## config.mk

```make
export PLATFORM = sky130hd
export DESIGN_NAME = websocket_frame_receiver_top
export DESIGN_NICKNAME = d
export VERILOG_FILES = /design/src/wsfr_pkg.sv /design/src/wsfr_parse.sv /design/src/websocket_frame_receiver_top.sv
export SDC_FILE = /design/constraint.sdc
export NUM_CORES = 1
export LEC_CHECK = 0
export ABC_AREA = 1
export BUFFER_PORTS_ARGS = -buffer_cell sky130_fd_sc_hd__buf_2
export CORE_ASPECT_RATIO = 0.9
export CORE_MARGIN = 2
export CORE_UTILIZATION = 55
export CTS_CLUSTER_DIAMETER = 80
export DETAILED_ROUTE_END_ITERATION = 10
export PLACE_DENSITY = 0.73
export SLEW_MARGIN = 20
export SYNTH_ARGS = -nofsm -noshare
export SYNTH_HDL_FRONTEND = slang
export SYNTH_SLANG_ARGS = --single-unit
```

## constraint.sdc

```tcl
create_clock -name clock -period 11.91 [get_ports clock]
set_input_delay 2.382 -clock clock [delete_from_list [all_inputs] [get_ports clock]]
set_output_delay 2.382 -clock clock [all_outputs]
set_load 0.01 [all_outputs]
```

## src/wsfr_pkg.sv

```systemverilog
// Package for the WebSocket frame receiver: result item type, kind, opcode,
// reply and error codes, and the counter width. No dependencies.
package wsfr_pkg;

   // Width of the payload and message byte counters.
   localparam int COUNT_WIDTH = 32;
   localparam logic [63:0] COUNT_MASK = (64'd1 << COUNT_WIDTH) - 64'd1;

   localparam logic [31:0] MAX_SIZE_RESET = 32'd16777216;

   localparam logic [2:0] KIND_HEADER  = 3'd0;
   localparam logic [2:0] KIND_PAYLOAD = 3'd1;
   localparam logic [2:0] KIND_EMPTY   = 3'd2;
   localparam logic [2:0] KIND_ERROR   = 3'd3;
   localparam logic [2:0] KIND_HALTED  = 3'd4;

   localparam logic [3:0] OP_CONT  = 4'h0;
   localparam logic [3:0] OP_TEXT  = 4'h1;
   localparam logic [3:0] OP_BIN   = 4'h2;
   localparam logic [3:0] OP_CLOSE = 4'h8;
   localparam logic [3:0] OP_PING  = 4'h9;
   localparam logic [3:0] OP_PONG  = 4'hA;

   localparam logic [1:0] REPLY_NONE  = 2'd0;
   localparam logic [1:0] REPLY_PONG  = 2'd1;
   localparam logic [1:0] REPLY_CLOSE = 2'd2;

   localparam logic [3:0] ERR_NONE         = 4'd0;
   localparam logic [3:0] ERR_RSV          = 4'd1;
   localparam logic [3:0] ERR_MASKED       = 4'd2;
   localparam logic [3:0] ERR_LEN63        = 4'd3;
   localparam logic [3:0] ERR_TOO_LONG     = 4'd4;
   localparam logic [3:0] ERR_CTL_FRAG     = 4'd5;
   localparam logic [3:0] ERR_CTL_BIG      = 4'd6;
   localparam logic [3:0] ERR_DATA_IN_FRAG = 4'd7;
   localparam logic [3:0] ERR_STRAY_CONT   = 4'd8;
   localparam logic [3:0] ERR_BAD_OPCODE   = 4'd9;
   localparam logic [3:0] ERR_MSG_TOO_LONG = 4'd10;

   typedef struct packed {
      logic [2:0] kind;
      logic [7:0] payload_byte;
      logic [3:0] frame_opcode;
      logic       deliver;
      logic       message_end;
      logic       frame_end;
      logic       echo;
      logic [1:0] reply;
      logic [3:0] error_code;
   } wsfr_result_type;

endpackage

```

## src/wsfr_parse.sv

```systemverilog
// Frame parser state and the per-byte decision logic of the receiver.
// Depends on wsfr_pkg for codes, counter width and the result type.
module wsfr_parse (
   input  logic                     clock,
   input  logic                     reset,
   input  logic                     step,
   input  logic [7:0]               data,
   input  logic                     csr_we,
   input  logic [31:0]              csr_data,
   output wsfr_pkg::wsfr_result_type result
);

   localparam logic [2:0] PH_HDR0    = 3'd0;
   localparam logic [2:0] PH_HDR1    = 3'd1;
   localparam logic [2:0] PH_EXT     = 3'd2;
   localparam logic [2:0] PH_PAYLOAD = 3'd3;
   localparam logic [2:0] PH_HALT    = 3'd4;

   localparam int CW = wsfr_pkg::COUNT_WIDTH;

   logic [2:0]    phase_ff, phase_in;
   logic [3:0]    ext_left_ff, ext_left_in;
   logic [63:0]   len_ff, len_in;
   logic [CW-1:0] pay_left_ff, pay_left_in;
   logic          fin_ff, fin_in;
   logic [3:0]    op_ff, op_in;
   logic          rsv_ff, rsv_in;
   logic          in_frag_ff, in_frag_in;
   logic          frag_text_ff, frag_text_in;
   logic [CW-1:0] frag_len_ff, frag_len_in;
   logic [1:0]    echo_cnt_ff, echo_cnt_in;
   logic [3:0]    pend_ff, pend_in;
   logic [31:0]   max_size_ff;

   logic [63:0]   eff_limit;
   logic [63:0]   len_ext;
   logic [63:0]   hdr_len;
   logic [63:0]   fin_len;
   logic          too_long;
   logic          msg_over;
   logic [3:0]    disp_err;
   logic          hdr_done;
   logic          do_finish;
   logic          fail_en;
   logic [3:0]    fail_code;
   logic          dlv;

   always_comb begin
      eff_limit = ({32'd0, max_size_ff} > wsfr_pkg::COUNT_MASK) ?
                  wsfr_pkg::COUNT_MASK : {32'd0, max_size_ff};
      len_ext   = {len_ff[55:0], data};
      hdr_len   = (phase_ff == PH_HDR1) ? {57'd0, data[6:0]} : len_ext;
      too_long  = hdr_len > eff_limit;
      // Only used once the frame length is known to be within the limit.
      msg_over  = ({1'b0, frag_len_ff} + {1'b0, hdr_len[CW-1:0]}) >
                  {1'b0, eff_limit[CW-1:0]};
      unique case (op_ff)
         wsfr_pkg::OP_TEXT, wsfr_pkg::OP_BIN: begin
            disp_err = in_frag_ff ? wsfr_pkg::ERR_DATA_IN_FRAG : wsfr_pkg::ERR_NONE;
         end
         wsfr_pkg::OP_CONT: begin
            if (!in_frag_ff) disp_err = wsfr_pkg::ERR_STRAY_CONT;
            else if (frag_text_ff && msg_over) disp_err = wsfr_pkg::ERR_MSG_TOO_LONG;
            else disp_err = wsfr_pkg::ERR_NONE;
         end
         wsfr_pkg::OP_CLOSE, wsfr_pkg::OP_PING, wsfr_pkg::OP_PONG: begin
            disp_err = wsfr_pkg::ERR_NONE;
         end
         default: disp_err = wsfr_pkg::ERR_BAD_OPCODE;
      endcase
   end

   always_comb begin
      phase_in     = phase_ff;
      ext_left_in  = ext_left_ff;
      len_in       = len_ff;
      pay_left_in  = pay_left_ff;
      fin_in       = fin_ff;
      op_in        = op_ff;
      rsv_in       = rsv_ff;
      in_frag_in   = in_frag_ff;
      frag_text_in = frag_text_ff;
      frag_len_in  = frag_len_ff;
      echo_cnt_in  = echo_cnt_ff;
      pend_in      = pend_ff;
      result       = '0;
      hdr_done     = 1'b0;
      do_finish    = 1'b0;
      fail_en      = 1'b0;
      fail_code    = wsfr_pkg::ERR_NONE;
      fin_len      = len_ff;
      dlv          = 1'b0;

      unique case (phase_ff)
         PH_HDR0: begin
            fin_in              = data[7];
            rsv_in              = |data[6:4];
            op_in               = data[3:0];
            pend_in             = wsfr_pkg::ERR_NONE;
            len_in              = 64'd0;
            phase_in            = PH_HDR1;
            result.kind         = wsfr_pkg::KIND_HEADER;
            result.frame_opcode = data[3:0];
         end
         PH_HDR1: begin
            if (rsv_ff) begin
               fail_en   = 1'b1;
               fail_code = wsfr_pkg::ERR_RSV;
            end else if (data[7]) begin
               fail_en   = 1'b1;
               fail_code = wsfr_pkg::ERR_MASKED;
            end else if (data[6:1] == 6'h3F) begin
               // Length codes 126 and 127 announce a 16-bit or 64-bit length.
               len_in              = 64'd0;
               ext_left_in         = data[0] ? 4'd8 : 4'd2;
               phase_in            = PH_EXT;
               result.kind         = wsfr_pkg::KIND_HEADER;
               result.frame_opcode = op_ff;
            end else begin
               hdr_done = 1'b1;
            end
         end
         PH_EXT: begin
            len_in      = len_ext;
            ext_left_in = ext_left_ff - 4'd1;
            if (ext_left_ff == 4'd8 && data[7]) pend_in = wsfr_pkg::ERR_LEN63;
            if (ext_left_in != 4'd0) begin
               result.kind         = wsfr_pkg::KIND_HEADER;
               result.frame_opcode = op_ff;
            end else if (pend_in == wsfr_pkg::ERR_LEN63) begin
               fail_en   = 1'b1;
               fail_code = wsfr_pkg::ERR_LEN63;
            end else begin
               hdr_done = 1'b1;
            end
         end
         PH_PAYLOAD: begin
            dlv = (pend_ff == wsfr_pkg::ERR_NONE) &&
                  (op_ff == wsfr_pkg::OP_TEXT ||
                   (op_ff == wsfr_pkg::OP_CONT && frag_text_ff));
            if (pend_ff == wsfr_pkg::ERR_NONE) begin
               if (op_ff == wsfr_pkg::OP_PING) begin
                  result.echo = 1'b1;
               end else if (op_ff == wsfr_pkg::OP_CLOSE && echo_cnt_ff < 2'd2) begin
                  result.echo = 1'b1;
                  echo_cnt_in = echo_cnt_ff + 2'd1;
               end
            end
            pay_left_in         = pay_left_ff - {{(CW-1){1'b0}}, 1'b1};
            result.kind         = wsfr_pkg::KIND_PAYLOAD;
            result.payload_byte = data;
            result.frame_opcode = op_ff;
            result.deliver      = dlv;
            if (pay_left_in == '0) begin
               if (pend_ff != wsfr_pkg::ERR_NONE) begin
                  fail_en   = 1'b1;
                  fail_code = pend_ff;
               end else begin
                  do_finish          = 1'b1;
                  fin_len            = len_ff;
                  result.message_end = dlv && fin_ff;
                  result.frame_end   = 1'b1;
               end
            end
         end
         default: begin
            phase_in    = PH_HALT;
            result.kind = wsfr_pkg::KIND_HALTED;
         end
      endcase

      if (hdr_done) begin
         len_in = hdr_len;
         if (too_long) begin
            fail_en   = 1'b1;
            fail_code = wsfr_pkg::ERR_TOO_LONG;
         end else if (op_ff[3] && !fin_ff) begin
            fail_en   = 1'b1;
            fail_code = wsfr_pkg::ERR_CTL_FRAG;
         end else if (op_ff[3] && hdr_len > 64'd125) begin
            fail_en   = 1'b1;
            fail_code = wsfr_pkg::ERR_CTL_BIG;
         end else begin
            pend_in     = disp_err;
            pay_left_in = hdr_len[CW-1:0];
            echo_cnt_in = 2'd0;
            if (hdr_len[CW-1:0] != '0) begin
               phase_in            = PH_PAYLOAD;
               result.kind         = wsfr_pkg::KIND_HEADER;
               result.frame_opcode = op_ff;
            end else if (disp_err != wsfr_pkg::ERR_NONE) begin
               fail_en   = 1'b1;
               fail_code = disp_err;
            end else begin
               dlv = op_ff == wsfr_pkg::OP_TEXT ||
                     (op_ff == wsfr_pkg::OP_CONT && frag_text_ff);
               do_finish           = 1'b1;
               fin_len             = hdr_len;
               result.kind         = wsfr_pkg::KIND_EMPTY;
               result.frame_opcode = op_ff;
               result.deliver      = dlv;
               result.message_end  = dlv && fin_ff;
               result.frame_end    = 1'b1;
            end
         end
      end

      // End of a frame: update the fragmentation state and pick a reply.
      if (do_finish) begin
         phase_in = PH_HDR0;
         unique case (op_ff)
            wsfr_pkg::OP_TEXT: begin
               if (!fin_ff) begin
                  in_frag_in   = 1'b1;
                  frag_text_in = 1'b1;
                  frag_len_in  = fin_len[CW-1:0];
               end
            end
            wsfr_pkg::OP_BIN: begin
               if (!fin_ff) begin
                  in_frag_in   = 1'b1;
                  frag_text_in = 1'b0;
                  frag_len_in  = '0;
               end
            end
            wsfr_pkg::OP_CONT: begin
               if (frag_text_ff) frag_len_in = frag_len_ff + fin_len[CW-1:0];
               if (fin_ff) begin
                  in_frag_in  = 1'b0;
                  frag_len_in = '0;
               end
            end
            wsfr_pkg::OP_CLOSE: begin
               result.reply = wsfr_pkg::REPLY_CLOSE;
               phase_in     = PH_HALT;
            end
            wsfr_pkg::OP_PING: begin
               result.reply = wsfr_pkg::REPLY_PONG;
            end
            default: begin
            end
         endcase
      end

      if (fail_en) begin
         phase_in            = PH_HALT;
         result              = '0;
         result.kind         = wsfr_pkg::KIND_ERROR;
         result.frame_opcode = op_ff;
         result.error_code   = fail_code;
      end
   end

   always_ff @(posedge clock) begin
      if (reset) begin
         phase_ff     <= PH_HDR0;
         ext_left_ff  <= 4'd0;
         len_ff       <= 64'd0;
         pay_left_ff  <= '0;
         fin_ff       <= 1'b0;
         op_ff        <= wsfr_pkg::OP_CONT;
         rsv_ff       <= 1'b0;
         in_frag_ff   <= 1'b0;
         frag_text_ff <= 1'b0;
         frag_len_ff  <= '0;
         echo_cnt_ff  <= 2'd0;
         pend_ff      <= wsfr_pkg::ERR_NONE;
         max_size_ff  <= wsfr_pkg::MAX_SIZE_RESET;
      end else begin
         if (csr_we) max_size_ff <= csr_data;
         if (step) begin
            phase_ff     <= phase_in;
            ext_left_ff  <= ext_left_in;
            len_ff       <= len_in;
            pay_left_ff  <= pay_left_in;
            fin_ff       <= fin_in;
            op_ff        <= op_in;
            rsv_ff       <= rsv_in;
            in_frag_ff   <= in_frag_in;
            frag_text_ff <= frag_text_in;
            frag_len_ff  <= frag_len_in;
            echo_cnt_ff  <= echo_cnt_in;
            pend_ff      <= pend_in;
         end
      end
   end

endmodule

```

## src/websocket_frame_receiver_top.sv

```systemverilog
// Top level of the WebSocket frame receiver: input byte register, result
// register and handshakes around wsfr_parse. Depends on wsfr_pkg.
//
//   channel | direction | handshake          | payload
//   req_    | in        | req_valid/req_stall | req_data (one received byte)
//   rsp_    | out       | rsp_valid/rsp_stall | rsp_kind ... rsp_error_code
//   csr_    | in        | csr_valid/csr_ready | csr_data (max_message_size)
//
// A byte's result item enters the result register as the byte leaves the input
// register, and a new byte is taken every cycle unless rsp_ stalls; the throughput
// is set by the single parse stage between the input and the result register.
// Reset is synchronous and active high and returns the parser to the first
// header byte with the size limit at 16 MiB. A stalled result holds the
// result register, which in turn holds the input register and stalls req_.
module websocket_frame_receiver_top (
   input  logic        clock,
   input  logic        reset,
   input  logic        req_valid,
   output logic        req_stall,
   input  logic [7:0]  req_data,
   output logic        rsp_valid,
   input  logic        rsp_stall,
   output logic [2:0]  rsp_kind,
   output logic [7:0]  rsp_payload_byte,
   output logic [3:0]  rsp_frame_opcode,
   output logic        rsp_deliver,
   output logic        rsp_message_end,
   output logic        rsp_frame_end,
   output logic        rsp_echo,
   output logic [1:0]  rsp_reply,
   output logic [3:0]  rsp_error_code,
   input  logic        csr_valid,
   output logic        csr_ready,
   input  logic [31:0] csr_data
);

   logic                      in_valid_ff, in_valid_in;
   logic [7:0]                in_data_ff;
   logic                      out_valid_ff, out_valid_in;
   wsfr_pkg::wsfr_result_type out_res_ff;
   wsfr_pkg::wsfr_result_type parse_res;
   logic                      advance;
   logic                      req_take;

   assign csr_ready = 1'b1;
   assign advance   = in_valid_ff && (!out_valid_ff || !rsp_stall);
   assign req_stall = in_valid_ff && !advance;
   assign req_take  = req_valid && !req_stall;

   wsfr_parse u_parse (
      .clock    (clock),
      .reset    (reset),
      .step     (advance),
      .data     (in_data_ff),
      .csr_we   (csr_valid && csr_ready),
      .csr_data (csr_data),
      .result   (parse_res)
   );

   always_comb begin
      in_valid_in = in_valid_ff;
      if (req_take) in_valid_in = 1'b1;
      else if (advance) in_valid_in = 1'b0;
      out_valid_in = out_valid_ff;
      if (advance) out_valid_in = 1'b1;
      else if (!rsp_stall) out_valid_in = 1'b0;
   end

   always_ff @(posedge clock) begin
      if (reset) begin
         in_valid_ff  <= 1'b0;
         out_valid_ff <= 1'b0;
      end else begin
         in_valid_ff  <= in_valid_in;
         out_valid_ff <= out_valid_in;
      end
   end

   always_ff @(posedge clock) begin
      if (req_take) in_data_ff <= req_data;
      if (advance) out_res_ff <= parse_res;
   end

   assign rsp_valid        = out_valid_ff;
   assign rsp_kind         = out_res_ff.kind;
   assign rsp_payload_byte = out_res_ff.payload_byte;
   assign rsp_frame_opcode = out_res_ff.frame_opcode;
   assign rsp_deliver      = out_res_ff.deliver;
   assign rsp_message_end  = out_res_ff.message_end;
   assign rsp_frame_end    = out_res_ff.frame_end;
   assign rsp_echo         = out_res_ff.echo;
   assign rsp_reply        = out_res_ff.reply;
   assign rsp_error_code   = out_res_ff.error_code;

   a_reset_empty: assert property (@(posedge clock)
      reset |=> !rsp_valid && !in_valid_ff)
      else $error("pipeline not empty after reset");

   a_error_fields: assert property (@(posedge clock) disable iff (reset)
      rsp_valid && rsp_kind == wsfr_pkg::KIND_ERROR |->
         rsp_error_code != wsfr_pkg::ERR_NONE && !rsp_frame_end && !rsp_deliver)
      else $error("error item carries bad fields");

   a_echo_ctl: assert property (@(posedge clock) disable iff (reset)
      rsp_valid && rsp_echo |->
         rsp_frame_opcode == wsfr_pkg::OP_PING || rsp_frame_opcode == wsfr_pkg::OP_CLOSE)
      else $error("echo outside a ping or close frame");

   a_msg_end: assert property (@(posedge clock) disable iff (reset)
      rsp_valid && rsp_message_end |-> rsp_deliver && rsp_frame_end)
      else $error("message end without delivered frame end");

endmodule

```

; Word-level counts from Yosys, hierarchy flattened
; Index checks and enable logic that the tools add are counted.
[classes]
mul = 0
shift = 0
eq_ne = 23
div_mod_pow = 0
order_cmp = 4
bitwise_logic = 3
n_addsub = 5
muxes = 136
reduce_logical = 47
[op_table]
columns = cell, n
row1 = 32-bit two-way mux, 15
row2 = 56-bit two-way mux, 4
row3 = 56-bit one-hot mux with 3 select lines, 1
row4 = 4-bit two-way mux, 28
row5 = 32-bit one-hot mux with 3 select lines, 1
row6 = 64-bit by 32-bit greater-than comparator with 1-bit output, 1
row7 = 64-bit by 7-bit greater-than comparator with 1-bit output (second input constant), 1
row8 = 64-bit two-way mux, 1
row9 = 3-bit two-way mux, 19
row10 = 1-bit two-way mux, 36
row11 = 7-bit two-way mux, 5
row12 = 32-bit by 32-bit adder with 33-bit output, 1
row13 = 33-bit by 32-bit greater-than comparator with 1-bit output, 1
row14 = 32-bit adder, 1
row15 = 32-bit zero test, 1
row16 = 32-bit nonzero test, 1
row17 = 32-bit by 1-bit subtractor with 32-bit output (second input constant), 1
row18 = 2-bit two-way mux, 13
row19 = 4-bit one-hot mux with 3 select lines, 2
row20 = 5-bit AND reduction, 4
row21 = 4-bit == test (second input constant), 4
row22 = 4-bit one-hot mux with 2 select lines, 2
row23 = 4-bit one-hot mux with 4 select lines, 1
row24 = 4-bit nonzero test, 4
row25 = other kinds (31), 70
[word_totals]
mem_bits_rw = 0
mem_bits_ro = 0
out_inout_bits = 28
reg_bits = 208
n_memories = 0
elab_cells = 243
in_bits = 45
latchBits = 0

; Longest topological paths before layout
[logic_depth]
ltp_word = 19
ltp_mapped = 57
depth_no_buf = 55

; Hierarchy
; From an unflattened synthesis, not the netlist that was laid out.
[hier_totals]
hier_cells = 2465
area_unflattened_um2 = 15906.5
[by_module_without_submodules]
columns = module, instances, area_each_um2, cells_each, seq_area_each_um2
row1 = wsfr_parse, 1, 14813.0, 2418, 3463.3
row2 = websocket_frame_receiver_top, 1, 1093.5, 47, 1031.0

; Worst setup path after synthesis
; Ideal clock, no wire load.
[synth_timing]
kind = register -> register
from = register in_data_ff[0]
to = register u_parse.frag_len_ff[25]
setup_ps = 112
n_path_buf = 1
required_time_ps = 11798
path_stages_with_launch = 48
t_arrival_ps = 6154
period_less_slack_ps = 6265
setup_slack_ps = 5645
path_cell_list = edfxtp_1 ha_1 fa_1 nand2_1 nor2_1 o211ai_1 nand2_1 nand2_1 nand2_1 nand4_1 nand2_1 a21boi_1 o21ai_1 a21boi_1 o21ai_1 xor2_1 ha_1 a21oi_1 [12 not listed] nand2_1 inv_1 ha_1 nand2_1 o21ai_0 a21oi_1 o21ai_0 a21oi_1 o21ai_0 a21oi_1 o21ai_0 nand2_1 nand2_1 nand2_1 nand2_1 o21ai_0 nor2_1 nor2_1
[synth_via]
elab_chain_cells = 18
word_cells_on_any_way = 30
classes_between = 2 x add/sub / 3 x order compare / 20 x mux / 5 x reduce/logical
[synth_rtl]
columns = element, line_no
row1 = start: declaration, websocket_frame_receiver_top.sv:38  ; logic [7:0] in_data_ff;
row2 = start signal: assignment, websocket_frame_receiver_top.sv:80  ; if (req_take) in_data_ff <= req_data;
row3 = 64-bit two-way mux *, wsfr_parse.sv:52  ; hdr_len = (phase_ff == PH_HDR1) ? {57'd0, data[6:0]} : len_ext;
row4 = 32-bit by 32-bit adder with 33-bit output, wsfr_parse.sv:55  ; msg_over = ({1'b0, frag_len_ff} + {1'b0, hdr_len[CW-1:0]}) >
row5 = 33-bit by 32-bit greater-than comparator with 1-bit output, wsfr_parse.sv:55
row6 = 1-bit logical AND, wsfr_parse.sv:63  ; else if (frag_text_ff && msg_over) disp_err = wsfr_pkg::ERR_MSG_TOO_LONG;
row7 = 4-bit two-way mux, wsfr_parse.sv:63
row8 = 4-bit two-way mux, wsfr_parse.sv:62  ; if (!in_frag_ff) disp_err = wsfr_pkg::ERR_STRAY_CONT;
row9 = 4-bit one-hot mux with 3 select lines, wsfr_parse.sv:57  ; unique case (op_ff)
row10 = 4-bit nonzero test, wsfr_parse.sv:191  ; end else if (disp_err != wsfr_pkg::ERR_NONE) begin
row11 = [2 not listed], n/a
row12 = 32-bit two-way mux, wsfr_parse.sv:180  ; end else if (op_ff[3] && hdr_len > 64'd125) begin
row13 = 32-bit two-way mux, wsfr_parse.sv:177  ; end else if (op_ff[3] && !fin_ff) begin
row14 = 32-bit two-way mux, wsfr_parse.sv:174  ; if (too_long) begin
row15 = 32-bit two-way mux, wsfr_parse.sv:172  ; if (hdr_done) begin
row16 = 32-bit adder, wsfr_parse.sv:227  ; if (frag_text_ff) frag_len_in = frag_len_ff + fin_len[CW-1:0];
row17 = 32-bit two-way mux, wsfr_parse.sv:227
row18 = 32-bit two-way mux, wsfr_parse.sv:228  ; if (fin_ff) begin
row19 = 32-bit one-hot mux with 3 select lines, wsfr_parse.sv:211  ; unique case (op_ff)
row20 = end signal: assignment, wsfr_parse.sv:281  ; frag_len_ff <= frag_len_in;
row21 = end: declaration, wsfr_parse.sv:30  ; logic [CW-1:0] frag_len_ff, frag_len_in;
; Mark *: on every way between the ends. The rest lies on a longest branch, timed or not. The select of a mux whose other input is x is not followed.
; A chain may end at the register's enable or synchronous reset.

; Final worst setup path
[layout_timing]
from = register u_parse.phase_ff[2]
to = register u_parse.frag_len_ff[25]
[layout_via]
elab_chain_cells = 19
word_cells_on_any_way = 35
classes_between = 2 x add/sub / 3 x order compare / 3 x eq/ne / 22 x mux / 5 x reduce/logical
[layout_rtl]
columns = element, line_no
row1 = start: declaration, wsfr_parse.sv:21  ; logic [2:0] phase_ff, phase_in;
row2 = start signal: assignment, wsfr_parse.sv:272  ; phase_ff <= phase_in;
row3 = 3-bit by 1-bit == test with 1-bit output, "wsfr_parse.sv:52, wsfr_parse.sv:94"
row4 = 64-bit two-way mux, wsfr_parse.sv:52
row5 = 32-bit by 32-bit adder with 33-bit output, wsfr_parse.sv:55
row6 = 33-bit by 32-bit greater-than comparator with 1-bit output, wsfr_parse.sv:55
row7 = 1-bit logical AND, wsfr_parse.sv:63
row8 = 4-bit two-way mux, wsfr_parse.sv:63
row9 = 4-bit two-way mux, wsfr_parse.sv:62
row10 = 4-bit one-hot mux with 3 select lines, wsfr_parse.sv:57
row11 = [3 not listed], n/a
row12 = 32-bit two-way mux, wsfr_parse.sv:180
row13 = 32-bit two-way mux, wsfr_parse.sv:177
row14 = 32-bit two-way mux, wsfr_parse.sv:174
row15 = 32-bit two-way mux, wsfr_parse.sv:172
row16 = 32-bit adder, wsfr_parse.sv:227
row17 = 32-bit two-way mux, wsfr_parse.sv:227
row18 = 32-bit two-way mux, wsfr_parse.sv:228
row19 = 32-bit one-hot mux with 3 select lines, wsfr_parse.sv:211
; Several ways; a longest one is shown, not always the timed one. The select of a mux whose other input is x is not followed.

==> results.yml <==
run_status:
  outcome: "finished, final reports clean"
clock_tree:
  post_cts_resized: 0
  cts-htree-levels: 1
  cts_setup_buffers: 0
  cts_root_buf: "clkbuf_16"
  path_clk_slew_ns: 0.06
  numCtsBuffers: 24
  cts_tree: "yes"
  cts_hold_buf: 0
  clock_latency_ns: 0.54
  clockBufferDepth: 3
  clkSinkCount: 208
critical_path:
  cp_data_required_time_ns: 12.34
  startpoint: "u_parse.phase_ff[2]"
  critPathCaptureType: "register"
  critPathMaxStageDelay_ns: 0.52
  r2r_end: "u_parse.frag_len_ff[25]"
  worst_ep_arrival_time_ns: 8.52
  critical_path.most_common_cell: "nand2_1"
  r2r_setup_slack_ns: 3.81
  cp-endpoint: "u_parse.frag_len_ff[25]"
  r2r-start: "u_parse.phase_ff[2]"
  crit_fanout: 56
  cp-start-kind: "register"
  crit_slowest_cell: "o21ai_0"
  worstRegToRegCells: 45
  crit_type: "reg2reg"
grt:
  grt_max_degree: 94
  grt_use_total: 0.307
  grt_pass1_wl_mm: 73.7
  grt-ovfl-total: 0
  grt_pass1_vias: 14500
  antenna_found_initial: 0
synthesis:
  ys_ff_latch: 208
  ys_seq_area_frac: 0.289
  synthDistinctLibCells: 51
  synth_edf_count: 33
  synth_area_sq_mm: 0.0155
  ys_async_sr_fraction: 0
  yosysWarnings: 0
  ys.flop_type: "dfxtp_1"
  avgSynthCellArea_sq_um: 6.54
  syn_nets: 2545
  syn-instance-count: 2377
power_and_ir_drop:
  max-vdd-ir-drop_uv: 99.2
  power_leakage_nw: 8.43
  power_density_mw_per_mm2: 121
detailed_routing:
  wirelength_mm: 46.3
  post_drt_wl_per_cell_um: 16.7
  wl_met3_mm: 3.46
  top_layer: "met4"
  drc_errors: 0
  drtIter0Drc: 1606
  wirelength_met1_mm: 20.4
  postRouteAntennaNets: 0
  vias: 16000
  first_pass_iters: 6
  dr_wl_met2_mm: 20.9
  via_per_inst: 5.78
hold_path:
  whs_path_depth: 2
  hold_path.class: "reg2reg"
placement:
  dp.final_hpwl_mm: 34.7
  gp_congestion: 0.971
  dp.cells: 2729
  preCtsSetupSlack_ns: 3.98
  place_area_sq_mm: 0.0161
  io_buffers: 71
timing:
  slew_violations: 0
  setup_viol: 0
  hold_viol: 0
  setup_ws_ns: 3.81
  rsz0062_at_grt: "false"
  clock_skew_ns: 0.0250
  timing.fmax_mhz: 123
  slew-limit-headroom: 0.380
  tns_ns: 0
  timing.final.crit_period_ns: 8.10
  period_share: 0.680
  worst_pin_slew_ns: 0.931
floorplanning:
  ios: 73
  core-area_sq_mm: 0.0279
  fp.dieArea_sq_mm: 0.0296
  fp.dieH_um: 163
  initial_core_util: 0.558
  die_w_um: 181
  rows: 58
cells_and_area:
  drive_above_1_share: 0.0638
  fin_area_sq_mm: 0.0170
  num_antenna_cells: 0
  layout.core_utilization: 0.608
  fin_nets: 2563
  area_delta_synth_final_pct: 9.08
  fin_cells: 2773
flow_run:
  cap_violations: 0
-- report_power, final --
| part | switching [mW] | total (mW) | internal (mW) |
|---|---|---|---|
| Sequential | 0.0365 | 0.788 | 0.752 |
| Clock | 0.318 | 0.831 | 0.513 |
| Combinational | 0.295 | 0.434 | 0.139 |
-- Yosys cell counts (all sizes together), types with 2 or more instances --
master,count,share of area
xnor2,19,0.011
or2,6,0.0024
a21oi,239,0.077
o21a,5,0.0024
nor3b,2,0.00097
nand3b,7,0.0034
nor2,332,0.081
fa,2,0.0026
ha,121,0.097
edfxtp,33,0.064
a21boi,3,0.0014
nand2,453,0.11
a21o,7,0.0034
clkbuf,67,0.016
nand4,47,0.019
a211oi,10,0.0048
dfxtp,175,0.23
a31oi,11,0.0044
nand3,94,0.031
nor3,18,0.0058
inv,320,0.077
o311ai,3,0.0017
buf,25,0.0097
clkinv,5,0.0012
nor4,7,0.0028
o221ai,3,0.0017
xor2,45,0.025
o211ai,59,0.028
o21bai,7,0.0034
and2,3,0.0012
o22ai,19,0.0076
o31ai,2,0.00097
o21ai,222,0.071
-- kinds of logic after synthesis --
group / after synthesis / share of synthesized area
buf+inv: 417 / 0.104
flops: 208 / 0.289
simple gates: 970 / 0.259
fa+ha+maj: 123 / 0.100
xor+xnor: 64 / 0.0361
compound gates: 594 / 0.211
other cells: 1 / 0.000241
-- registers in the layout, indices dropped and copies added, names as in the netlist, 8 cells and up --
| signal | count |
|---|---|
| in_data_ff | 8 |
| rsp_payload_byte | 8 |
| u_parse.frag_len_ff | 32 |
| u_parse.len_ff | 56 |
| u_parse.max_size_ff | 32 |
| u_parse.pay_left_ff | 32 |
-- worst max-delay path: cells and delay by family, from the launching register on --
family                   cells  cell delay (ns)
AO/OA/AOI/OAI               15             3.28
XOR/XNOR                     1             0.16
adder cells (fa/ha/maj)      3             0.92
buffers and inverters        5             1.10
flip-flops                   1             0.47
AND/OR/NAND/NOR             21             1.97
-- cell type report --
class | instances | area [sq um]
fill | 2659 | 10900
multi-input combinational | 1752 | 9450
sequential | 208 | 4490
inverter | 325 | 1220
clock buffer | 31 | 679
timing repair buffer | 84 | 453
tap | 360 | 450
clock inverter | 13 | 205
-- worst min-delay path by stage --
stage	startpoint	endpoint	slack [ns]
2_1_floorplan	u_parse.echo_cnt_ff[1]	u_parse.echo_cnt_ff[1]	0.43
3_3_place_gp	u_parse.echo_cnt_ff[1]	u_parse.echo_cnt_ff[1]	0.44
3_5_place_dp	u_parse.echo_cnt_ff[1]	u_parse.echo_cnt_ff[1]	0.47
4_1_cts	u_parse.echo_cnt_ff[1]	u_parse.echo_cnt_ff[1]	0.48
5_1_grt	u_parse.echo_cnt_ff[1]	u_parse.echo_cnt_ff[1]	0.51
6_report	u_parse.echo_cnt_ff[1]	u_parse.echo_cnt_ff[1]	0.48
-- metal layers --
layer	vias to the layer above	GRT usage
met2	606	0.510
met3	85	0.0417
met4	0	0.110
met1	7417	0.410
li1	7923	-
met5	-	0
-- layout by cell type (no fill, tap or decap), drive strengths merged, types with 3 or more instances in the layout --
| cell | Yosys | final |
|---|---|---|
| nand2 | 453 | 453 |
| nor2 | 332 | 332 |
| inv | 320 | 319 |
| a21oi | 239 | 239 |
| o21ai | 222 | 222 |
| dfxtp | 175 | 175 |
| ha | 121 | 121 |
| nand3 | 94 | 94 |
| buf | 25 | 84 |
| o211ai | 59 | 59 |
| nand4 | 47 | 47 |
| xor2 | 45 | 45 |
| edfxtp | 33 | 33 |
| clkbuf | 67 | 31 |
| xnor2 | 19 | 19 |
| o22ai | 19 | 19 |
| nor3 | 18 | 18 |
| a31oi | 11 | 11 |
| clkinv | 5 | 11 |
| a211oi | 10 | 10 |
| a21o | 7 | 7 |
| o21bai | 7 | 7 |
| nand3b | 7 | 7 |
| nor4 | 7 | 7 |
| or2 | 6 | 6 |
| o21a | 5 | 5 |
| bufinv | 0 | 5 |
| a21boi | 3 | 3 |
| o221ai | 3 | 3 |
| and2 | 3 | 3 |
| o311ai | 3 | 3 |
| clkinvlp | 0 | 3 |
-- stage by stage --
step | total power, mW | hold slack [ns]
finish | 2.05 | 0.477
global route | 2.14 | 0.511
CTS | 2.05 | 0.481
detailed placement | 1.23 | 0.474
global placement | 1.22 | 0.440
floorplan | 1.10 | 0.426
(Power assumes the default switching activity.)
